$ cat config.mk
export PLATFORM = sky130hd
export DESIGN_NAME = swmm_apb_regs
export DESIGN_NICKNAME = d
export VERILOG_FILES = /design/src/rtl/swmm_pkg.sv /design/src/rtl/swmm_apb_regs.sv
export SDC_FILE = /design/constraint.sdc
export NUM_CORES = 1
export LEC_CHECK = 0
export ABC_CLOCK_PERIOD_IN_PS = 2050
export BUFFER_PORTS_ARGS = -buffer_cell sky130_fd_sc_hd__buf_2
export CAP_MARGIN = 25
export CELL_PAD_IN_SITES_DETAIL_PLACEMENT = 2
export CELL_PAD_IN_SITES_GLOBAL_PLACEMENT = 2
export CORE_UTILIZATION = 13
export DETAILED_ROUTE_END_ITERATION = 6
export PLACE_DENSITY = 0.85
export SLEW_MARGIN = 20
export SYNTH_ARGS = -nofsm -noshare
export SYNTH_HDL_FRONTEND = slang
export SYNTH_SLANG_ARGS = --single-unit
$ cat constraint.sdc
create_clock -name i_clk -period 2.05 [get_ports i_clk]
set_clock_uncertainty 0.2 [all_clocks]
set_input_delay 0.41 -clock i_clk [delete_from_list [all_inputs] [get_ports i_clk]]
set_output_delay 0.41 -clock i_clk [all_outputs]
set_load 0.05 [all_outputs]
$ cat src/rtl/swmm_pkg.sv
// Shared types and constants for the sliding-window min/max block.
// No dependencies; every other file in rtl/ uses this package.
`default_nettype none

package swmm_pkg;

    // Deepest window the cell row supports (one cell per sample of age).
    localparam int WINDOW_MAX = 64;
    localparam int SAMPLE_W   = 32;

    // Configured window size register and the clamped size actually used.
    localparam int WINDOW_SIZE_W     = 7;
    localparam int WINDOW_SIZE_RESET = 3;
    localparam int K_W               = $clog2(WINDOW_MAX + 1);

    // Count of samples since start of sequence, saturating.
    localparam int FILL_W   = 7;
    localparam int FILL_SAT = (1 << FILL_W) - 1;

    // APB register map: register i at byte address 4*i.
    localparam int APB_ADDR_W = 3;
    localparam int APB_DATA_W = 32;
    localparam int REG_IDX_W  = APB_ADDR_W - 2;
    localparam logic [REG_IDX_W-1:0] REG_IDX_WINDOW_SIZE = '0;

    typedef logic signed [SAMPLE_W-1:0] t_sample;
    typedef logic [K_W-1:0]             t_win;
    typedef logic [FILL_W-1:0]          t_fill;

    // One stored sample with its membership in the min and max queues.
    typedef struct packed {
        t_sample value;
        logic    min_alive;
        logic    max_alive;
    } t_entry;

endpackage

`default_nettype wire

$ cat src/rtl/swmm_apb_regs.sv
// APB configuration register: window size.
// Depends on swmm_pkg.
`default_nettype none

module swmm_apb_regs (
    input  wire logic                               i_clk,
    input  wire logic                               i_rst_n,
    input  wire logic                               psel,
    input  wire logic                               penable,
    input  wire logic                               pwrite,
    input  wire logic [swmm_pkg::APB_ADDR_W-1:0]    paddr,
    input  wire logic [swmm_pkg::APB_DATA_W-1:0]    pwdata,
    output logic      [swmm_pkg::APB_DATA_W-1:0]    prdata,
    output logic                                    pready,
    output logic      [swmm_pkg::WINDOW_SIZE_W-1:0] o_window_size
);
    import swmm_pkg::*;

    logic                     w_sel_ws;
    logic [WINDOW_SIZE_W-1:0] r_window_size;

    // Low address bits are byte offsets inside the word and are ignored.
    assign w_sel_ws = (paddr[APB_ADDR_W-1:2] == REG_IDX_WINDOW_SIZE);

    always_ff @(posedge i_clk) begin
        if (!i_rst_n) begin
            r_window_size <= WINDOW_SIZE_W'(WINDOW_SIZE_RESET);
        end else if (psel && penable && pwrite && pready && w_sel_ws) begin
            r_window_size <= pwdata[WINDOW_SIZE_W-1:0];
        end
    end

    always_comb begin
        prdata = '0;
        if (w_sel_ws) begin
            prdata = {{(APB_DATA_W-WINDOW_SIZE_W){1'b0}}, r_window_size};
        end
    end

    assign pready        = 1'b1;
    assign o_window_size = r_window_size;

endmodule

`default_nettype wire

# After elaboration in Yosys (flattened, before gate mapping)
# Index checks and enable logic that the tools add are counted.
[totals] regBits=7 inputBits=40 output_inout_bits=40 elab_cells=6
[op_classes] muxes=1 n_bitwise=1 reduce_logical=3
[op_table] operator="7-bit 2-to-1 mux" n=1
[op_table] operator="1-bit logical AND" n=3
[op_table] operator="1-bit NOT" n=1

# Longest topological paths before layout
[depth] depth_word=3 mapped_depth=3

# Worst setup path before layout
# No wires, ideal clock.
[synth_path] path_type="register to output" startpoint="register r_window_size[0] (netlist: o_window_size[0])" endpoint="output prdata[0] (netlist bit)" t_arrival_ns=1.010 required_ns=1.440 slack_ns=0.430 stages_incl_launch_ff=2 n_path_buf=0 cell_sequence="dfxtp_1 -> and2b_2"
[synth_between] elab_chain_len=1
[synth_lines] element="start, declared" line_no="swmm_apb_regs.sv:20" rtl="logic [WINDOW_SIZE_W-1:0] r_window_size;"
[synth_lines] element="start signal, assigned" line_no="swmm_apb_regs.sv:27" rtl="r_window_size <= WINDOW_SIZE_W'(WINDOW_SIZE_RESET);"
[synth_lines] element="start signal, assigned" line_no="swmm_apb_regs.sv:29" rtl="r_window_size <= pwdata[WINDOW_SIZE_W-1:0];"
[synth_lines] element="7-bit 2-to-1 mux" line_no="swmm_apb_regs.sv:35" rtl="if (w_sel_ws) begin"
[synth_lines] element="end, declared" line_no="swmm_apb_regs.sv:13" rtl="output logic [swmm_pkg::APB_DATA_W-1:0] prdata,"
# Every way passes these cells.

# Worst setup path in the final report
[layout_path] startpoint="input paddr[2] (netlist bit)" endpoint="output prdata[3] (netlist bit)"
[layout_between] elab_chain_len=1
[layout_lines] element="start, declared" line_no="swmm_apb_regs.sv:11" rtl="input wire logic [swmm_pkg::APB_ADDR_W-1:0] paddr,"
[layout_lines] element="7-bit 2-to-1 mux" line_no="swmm_apb_regs.sv:35"
# Every way passes these cells.

==> flow_summary.json <==
{
  "outcome": "completed",
  "synth_area_sq_um": 561.8,
  "slowest_stage": "buf_2",
  "port_buffers": 26,
  "yosys.area_share.simple_pct": 23.83,
  "ant_nets": 0,
  "leakagePower_uw": 0.0003595,
  "path_class": "in -> out",
  "synthXorXnorAreaFrac_pct": 0,
  "dieArea_sq_um": 4588,
  "synth_compound_area_share_pct": 0,
  "drc": 0,
  "synthCells": 66,
  "drv_cap": 0,
  "numCtsBuffers": 3,
  "cp_max_fo": 8,
  "drive_above_1_share_pct": 39.13,
  "setup_slack_ns": 0.4206,
  "required_ns": 1.44,
  "synth_commonest_cells": "buf_4 (26), nand2_1 (10), and2b_2 (7), dfxtp_1 (7), mux2i_1 (7)",
  "path_clk_slew_ns": 0.04,
  "path_cells": "buf_2 -> and2b_2 -> buf_2",
  "max_stage_delay_ns": 0.25,
  "synth.distinct_cells": 10,
  "vias_per_cell": 3.085,
  "grt.overflow.total": 0,
  "synthTopCellsByArea": "buf_4 (35%), dfxtp_1 (25%), mux2i_1 (12%)",
  "synth_top_area_share_pct": 34.74,
  "cts_buffer_depth": 2,
  "via_count": 438,
  "antenna_found_initial": 0,
  "ff_latch_area_sq_um": 140.1,
  "setup_tns_ns": 0,
  "ys_ff_latch": 7,
  "critPathLaunchType": "input port",
  "multi_input_area_sq_um": 301.5,
  "track_usage_pct": 5.587,
  "synth_most_common_cell": "buf_4",
  "io_pins": 80,
  "maxSlewViolCount": 0,
  "peakVddDrop_v": 0.0001556,
  "clock-sinks": 7,
  "route.met2.wl_microns": 621,
  "finalCritPeriodShare_pct": 79.48,
  "die_x_microns": 67.74,
  "initial_utilization_pct": 13.75,
  "die-height_microns": 67.74,
  "final_util_pct": 16.63,
  "wl_met1_microns": 437,
  "core_area_sq_um": 4086,
  "wl_per_cell_microns": 8.894,
  "drt-pass1-iter-count": 2,
  "end_kind": "primary output",
  "ys_dominant_reg_cell": "dfxtp_1",
  "dr_wl_met3_microns": 176,
  "synth_top_area_cell": "buf_4",
  "clk_latency_ns": 0.23,
  "async_flop_share_pct": 0,
  "path_common_cell": "buf_2",
  "cts_setup_buffers": 0,
  "postSynthAreaPerCell_sq_um": 8.512,
  "grt_max_degree": 15,
  "fill_cells": 506,
  "grt_pass1_wl_microns": 1773,
  "drt_iter0_markers": 11,
  "cts-resized-gates": 0,
  "fmax_ghz": 0.6137,
  "placementRows": 23,
  "pre_cts_slack_ns": 0.3502,
  "cts_root_buf": "clkbuf_8",
  "synth.area.mux_share_pct": 12.47,
  "hold_violations": 0,
  "yosysSeqAreaShare_pct": 24.94,
  "largest_reg_flops": 7,
  "area_growth_syn_to_layout_pct": 20.94,
  "hold_class": "in -> reg",
  "fin_nets": 133,
  "rsz0062_at_grt": "no",
  "arrival_ns": 1.02,
  "yosysWarnings": 0,
  "synth_edf_count": 0,
  "routed_wl_microns": 1263,
  "synth_fa_ha_area_share_pct": 0,
  "fin_crit_ns": 1.629,
  "grt_pass1_vias": 394,
  "synth_top_family_by_area": "buffers and inverters",
  "cts_hold_buf": 0,
  "top_layer": "met4",
  "diodes": 0,
  "p_per_area_nw_per_um2": 742.5,
  "cts_max_level": 1,
  "cts_tree": "done",
  "place.gp.congestion": 0.5244,
  "setup_violations": 0
}
-- where the power goes --
part	internal, uW	total [uW]	leakage [uW]	switching, uW
logic	21.8	166	0.000280	144
registers	140	142	0.0000567	1.97
clock network	135	197	0.0000228	62.3
total	296	504	0.000360	208
-- cells by family after synthesis --
| group | after synthesis |
|---|---|
| other | 2 |
| and+or+nand+nor | 22 |
| DFF | 7 |
| buffers and inverters | 28 |
| muxes | 7 |
-- layout by cell type (no fill, tap or decap) --
cell type / instances
dfxtp_1: 7
and2b_2: 7
mux2i_1: 7
and4b_1: 1
nor2b_1: 4
buf_2: 26
clkbuf_1: 1
nand2_1: 10
conb_1: 26
clkbuf_8: 3
-- through the flow --
stage	power [uW]	hold slack (ns)	cells	area (sq um)
floorplan	327.0	0.3522	90	651.9
finish	504.5	0.2282	142	679.4
global route	535.7	0.2469	142	679.4
CTS	513.5	0.2268	142	679.4
global placement	308.2	0.2543	138	634.4
detailed placement	309.7	0.2686	138	634.4
-- layer usage --
metal  GRT usage, %  up-vias
li1               -      202
met1          5.357      200
met2          8.911       33
met3          2.703        3
met4          4.787        0
met5              0        -
-- final timing paths --
kind / from / endpoint / slack, ns / cells past startpoint
hold / removal: pwdata[5] / o_window_size[5] / 0.23 / 3
setup / recovery: paddr[2] / prdata[3] / 0.42 / 3
setup reg to reg: o_window_size[0] / o_window_size[0] / 1.22 / 2
hold reg to reg: o_window_size[3] / o_window_size[3] / 0.27 / 2
-- area by class of cell --
cell class	count	share of cell area, %
clock buffers	4	6.630
multi-input cells	55	44.38
well taps	50	9.208
repair buffers	26	19.15
flip-flops and latches	7	20.63
-- worst max-delay path, delay by kind of cell --
kind | cells | cell delay [ns]
buf+inv | 2 | 0.40
simple gates | 1 | 0.21
No activity file was read; power rests on OpenSTA's default activity.
