$ cat src/rtl/swmm_pkg.sv
// Shared types and constants for the sliding-window min/max block.
// No dependencies; every other file in rtl/ uses this package.
`default_nettype none

package swmm_pkg;

    // Deepest window the cell row supports (one cell per sample of age).
    localparam int WINDOW_MAX = 64;
    localparam int SAMPLE_W   = 32;

    // Configured window size register and the clamped size actually used.
    localparam int WINDOW_SIZE_W     = 7;
    localparam int WINDOW_SIZE_RESET = 3;
    localparam int K_W               = $clog2(WINDOW_MAX + 1);

    // Count of samples since start of sequence, saturating.
    localparam int FILL_W   = 7;
    localparam int FILL_SAT = (1 << FILL_W) - 1;

    // APB register map: register i at byte address 4*i.
    localparam int APB_ADDR_W = 3;
    localparam int APB_DATA_W = 32;
    localparam int REG_IDX_W  = APB_ADDR_W - 2;
    localparam logic [REG_IDX_W-1:0] REG_IDX_WINDOW_SIZE = '0;

    typedef logic signed [SAMPLE_W-1:0] t_sample;
    typedef logic [K_W-1:0]             t_win;
    typedef logic [FILL_W-1:0]          t_fill;

    // One stored sample with its membership in the min and max queues.
    typedef struct packed {
        t_sample value;
        logic    min_alive;
        logic    max_alive;
    } t_entry;

endpackage

`default_nettype wire

$ cat src/rtl/swmm_cell.sv
// One cell of the sample shift row: holds a sample and its queue membership.
// Depends on swmm_pkg.
`default_nettype none

module swmm_cell (
    input  wire logic              i_clk,
    input  wire logic              i_rst_n,
    input  wire logic              i_step,    // word accepted: shift row by one
    input  wire logic              i_flush,   // start of sequence: drop all entries
    input  wire logic              i_keep,    // entry still inside window after shift
    input  wire swmm_pkg::t_sample i_sample,  // incoming sample
    input  wire swmm_pkg::t_entry  i_up,      // survivor from younger neighbor
    output swmm_pkg::t_entry       o_down,    // survivor handed to older neighbor
    output swmm_pkg::t_entry       o_entry    // current contents
);
    import swmm_pkg::*;

    t_sample r_value;
    logic    r_min_alive;
    logic    r_max_alive;
    logic    w_dom_min;
    logic    w_dom_max;

    // Newer sample at or below (above) this one evicts it; ties keep newest.
    assign w_dom_min = ($signed(r_value) >= $signed(i_sample));
    assign w_dom_max = ($signed(r_value) <= $signed(i_sample));

    always_comb begin
        o_down.value     = r_value;
        o_down.min_alive = r_min_alive & i_keep & ~w_dom_min & ~i_flush;
        o_down.max_alive = r_max_alive & i_keep & ~w_dom_max & ~i_flush;
    end

    always_ff @(posedge i_clk) begin
        if (!i_rst_n) begin
            r_min_alive <= 1'b0;
            r_max_alive <= 1'b0;
        end else if (i_step) begin
            r_min_alive <= i_up.min_alive;
            r_max_alive <= i_up.max_alive;
        end
    end

    always_ff @(posedge i_clk) begin
        if (i_step) begin
            r_value <= i_up.value;
        end
    end

    assign o_entry = '{value: r_value, min_alive: r_min_alive, max_alive: r_max_alive};

endmodule

`default_nettype wire

$ cat config.mk
export PLATFORM = sky130hd
export DESIGN_NAME = swmm_cell
export DESIGN_NICKNAME = d
export VERILOG_FILES = /design/src/rtl/swmm_pkg.sv /design/src/rtl/swmm_cell.sv
export SDC_FILE = /design/constraint.sdc
export NUM_CORES = 1
export LEC_CHECK = 0
export BUFFER_PORTS_ARGS = -buffer_cell sky130_fd_sc_hd__buf_4
export CAP_MARGIN = 20
export CORE_ASPECT_RATIO = 0.8
export CORE_MARGIN = 2
export CORE_UTILIZATION = 38
export DETAILED_ROUTE_END_ITERATION = 8
export GPL_ROUTABILITY_DRIVEN = 0
export GPL_TIMING_DRIVEN = 0
export PLACE_DENSITY = 0.86
export SETUP_SLACK_MARGIN = 0.05
export SLEW_MARGIN = 20
export SYNTH_ARGS = -nofsm -noshare
export SYNTH_HDL_FRONTEND = slang
export SYNTH_SLANG_ARGS = --single-unit
$ cat constraint.sdc
create_clock -name i_clk -period 4.5 [get_ports i_clk]
set_input_delay 1.35 -clock i_clk [delete_from_list [all_inputs] [get_ports i_clk]]
set_output_delay 1.35 -clock i_clk [all_outputs]
set_load 0.05 [all_outputs]
## Word-level counts from Yosys, hierarchy flattened

Index checks and enable logic that the tools add are counted.

| storage, ports and cells | value |
|---|---|
| input bits | 71 |
| word-level logic and storage cells | 14 |
| output and inout bits | 68 |
| flip-flop bits (word level) | 34 |

| operators by class | value |
|---|---|
| bitwise logic cells | 9 |
| order comparisons | 2 |

Operators with widths:

| operator | count |
|---|---|
| greater-or-equal comparator 32 bit | 1 |
| less-or-equal comparator 32 bit | 1 |
| bitwise AND 1 bit | 6 |
| NOT 1 bit | 3 |

## Depth between registers and ports, before layout

| depth | value |
|---|---|
| depth in word-level cells | 4 |
| mapped depth | 8 |
| mapped depth without buffers | 8 |

## Worst setup path after synthesis

OpenSTA, ideal clock, no wires.

| path | value |
|---|---|
| path type | input-to-output |
| from | input port i_sample[19] |
| to | output port o_down[0] (netlist bit) |
| data required time | 3.150 ns |
| stages on the path | 8 |
| path slack | -0.371 ns |
| arrival time | 3.521 ns |
| path through | inv_1 ha_1 a41oi_2 o21ai_1 a221o_1 a2111o_1 or4_1 nand2_1 |

RTL lines:

| what | RTL line | source |
|---|---|---|
| start, declared | swmm_cell.sv:11 | `input wire swmm_pkg::t_sample i_sample,` |
| end, declared | swmm_cell.sv:13 | `output swmm_pkg::t_entry o_down,` |

==> impl_results.md <==
- CP max-delay cell: or4_4
- Largest cells by area after synthesis: edfxtp_1 45%, ha_1 19%, buf_4 12%, inv_1 5.9%, a21oi_1 2.6%
- CP required: 3.15 ns
- Synth area leader: edfxtp_1
- DIE WIDTH: 88.1 µm
- Vias in the first global route: 1840
- Number of synthesized flops with an enable pin: 32
- Io pins: 139
- Clk Latency, worst-skew pair: 0.27 ns
- Avg Synthesized Cell Area: 11.3 µm²
- Net Count, Synth: 294
- Area share of the largest cell type after synthesis: 0.447
- Max Clock Skew: 0 ns
- Warnings, synthesis: 0
- Failing checks: setup timing
- Fin util: 0.657
- Largest net degree at the start of global routing: 35
- Synth Area in Adders: 0.186
- Seq cells post-synth: 34
- Starting Density: 0.393
- Via count: 1864
- Remaining antenna violation count: 0
- Slew @ Worst Pin: 0.471 ns
- Post-Route Setup TNS: -0.555 ns
- Met3 WL post-DR: 316 µm
- Die height: 71.3 µm
- Drt pass-1 iters: 4
- Mapped cell area: 0.00215 mm²
- Post-synth top cells: 34 x buf_4, 34 x inv_1, 32 x edfxtp_1, 32 x ha_1, 11 x a21oi_1
- Leakage: 0.00179 µW
- CP Max Fanout: 3
- Worst path arrival time: 3.46 ns
- CTS Buffer Depth: 2
- Unrepaired setup endpoints after global routing: yes
- Layout cell share with drive strength beyond 1: 0.599
- XOR/XNOR Fraction of Synth Area: 0
- Clock Pin Slew Worst Setup and Hold Paths: 0.06 ns
- Synth cell types: 31
- Clock Root Buffer: clkbuf_8
- CTS tree: done
- Peak Freq: 0.208 GHz
- DRC: 0
- Main combinational cell family by area after synthesis: adder cells
- Final Max Slew Viols: 0
- Synth Area in Compound Gates: 0.0873
- Critical Path Start Type: primary input
- Number of max-cap violations: 0
- Vias/cell: 4.47
- Sequential fraction of the synthesis area: 0.466
- Row cnt: 24
- Final hold violation count: 0
- Final setup viols: 2
- CP Buf/Inv Count: 3
- WL final: 5.58 mm
- Top layer used by detailed routing: met4
- Status: finished, violations left
- Commonest register cell after synthesis: edfxtp_1
- Number of H-tree levels: 2
- Worst Setup End Kind: output port
- DRT iter0 DRCs: 75
- M1 wire length: 2.26 mm
- Synth Area in Simple Gates: 0.0733
- Synthesis-to-finish area growth: 67.1%
- Max VDD drop: 0.000184 V
- Asr flop ratio synth: 0
- First-pass GRT wire length: 8.32 mm
- Design area: 0.00359 mm²
- Core area: 0.00547 mm²
- Final worst path period share: 1.07
- Total GRT Usage: 0.171
- CTS buffer count: 5
- Post-synthesis mux area share: 0.00931
- Slowest stage delay, CP: 0.54 ns
- Crit path max-delay family: compound AO/OA/AOI/OAI gates
- # port buffers: 138
- Met2 WL post-DR: 2.94 mm
- Antenna Cells: 0
- Global route total overflow: 0
- DP HPWL: 4.48 mm
- Shortest period the worst path allows: 4.81 ns
- # clock sinks: 34
- Wire per inst: 13.4 µm
- Final Net Count: 441
- Die area: 0.00628 mm²
- Pwr/cell area: 292 mW/mm²
- Mapped Cells: 191
- Dpl cell area: 0.00336 mm²
- Cts hold-fix bufs: 0
- Crit path kind: in -> out
- Relative slew slack: 0.686
- HP Class: reg -> reg
- Final WS setup: -0.311 ns
- Initial antenna violation count: 0
- Crit path cell chain: buf_8 -> inv_8 -> ha_4 -> a41oi_2 -> o21ai_1 -> a221o_1 -> a2111o_1 -> or4_4 -> nand2_8 -> buf_12
[cells by family after synthesis]
group           Yosys count
flops                    34
mux                       2
simple gates             28
buf+inv                  68
fa+ha+maj                32
compound gates           27
[layout by cell type, fill, tap and decap left out, types with 2 or more instances in the layout]
| master | count |
|---|---|
| mux2i_1 | 2 |
| buf_8 | 2 |
| a21oi_1 | 10 |
| a21o_1 | 2 |
| buf_4 | 169 |
| ha_4 | 7 |
| nand2_1 | 5 |
| inv_2 | 4 |
| nor4_4 | 2 |
| nand3_1 | 3 |
| dfxtp_1 | 2 |
| clkbuf_8 | 5 |
| edfxtp_1 | 32 |
| inv_1 | 28 |
| clkbuf_1 | 3 |
| nor2_1 | 2 |
| nor2b_1 | 4 |
| nand4_1 | 6 |
| ha_1 | 25 |
| buf_6 | 2 |
[per-stage QoR]
step | total power (µW) | cells | hold slack [ns] | setup WS, ns
floorplan | 672 | 191 | 0.499 | -0.0431
global placement | 811 | 407 | 0.549 | -0.405
detailed placement | 822 | 407 | 0.546 | -0.419
CTS | 1050 | 417 | 0.565 | -0.360
global route | 1100 | 417 | 0.594 | -0.357
finish | 1050 | 417 | 0.562 | -0.311
[area by class of cell]
type / count / area [µm²]
Fill cell: 447 / 1870
Inverter: 34 / 138
Clock buffer: 8 / 80.1
Timing Repair Buffer: 140 / 1090
Sequential cell: 34 / 1000
Multi-Input combinational cell: 89 / 933
Tap cell: 78 / 97.6
Buffer: 34 / 255
[metal layers]
layer | global-route usage | up-vias
li1 | - | 935
met1 | 0.209 | 855
met2 | 0.307 | 68
met3 | 0.0346 | 6
met4 | 0.0455 | 0
met5 | 0 | -
[timing repair]
item                                    CTS  global route
gates resized for setup                  15            12
endpoints found under the setup margin    2             2
endpoints found under the hold margin     0             0
buffers inserted                          2             0
pin swaps                                 6             8
[where the power goes]
part | switching [µW] | internal [µW] | leakage [µW]
clock | 105 | 110 | 0.0000395
sequential | 23.8 | 375 | 0.000330
combinational | 259 | 177 | 0.00142
total | 388 | 661 | 0.00179
[worst register-to-register path, stage by stage, from the launching register on]
cell     delay, ns
dfxtp_1       0.41
mux2i_1       0.10
nor2b_1       0.11
[final timing paths]
check | cells past startpoint | startpoint | endpoint | slack (ns)
setup / recovery | 10 | i_sample[17] | o_down[0] | -0.31
hold / removal | 2 | r_min_alive | r_min_alive | 0.56
setup reg to reg | 2 | r_max_alive | r_max_alive | 3.82
hold reg to reg | 2 | r_min_alive | r_min_alive | 0.56
[registers in the layout (all words and copies together), names as in the netlist]
register and flops:
r_value 32, r_max_alive 1, r_min_alive 1
(Power assumes the default switching activity.)
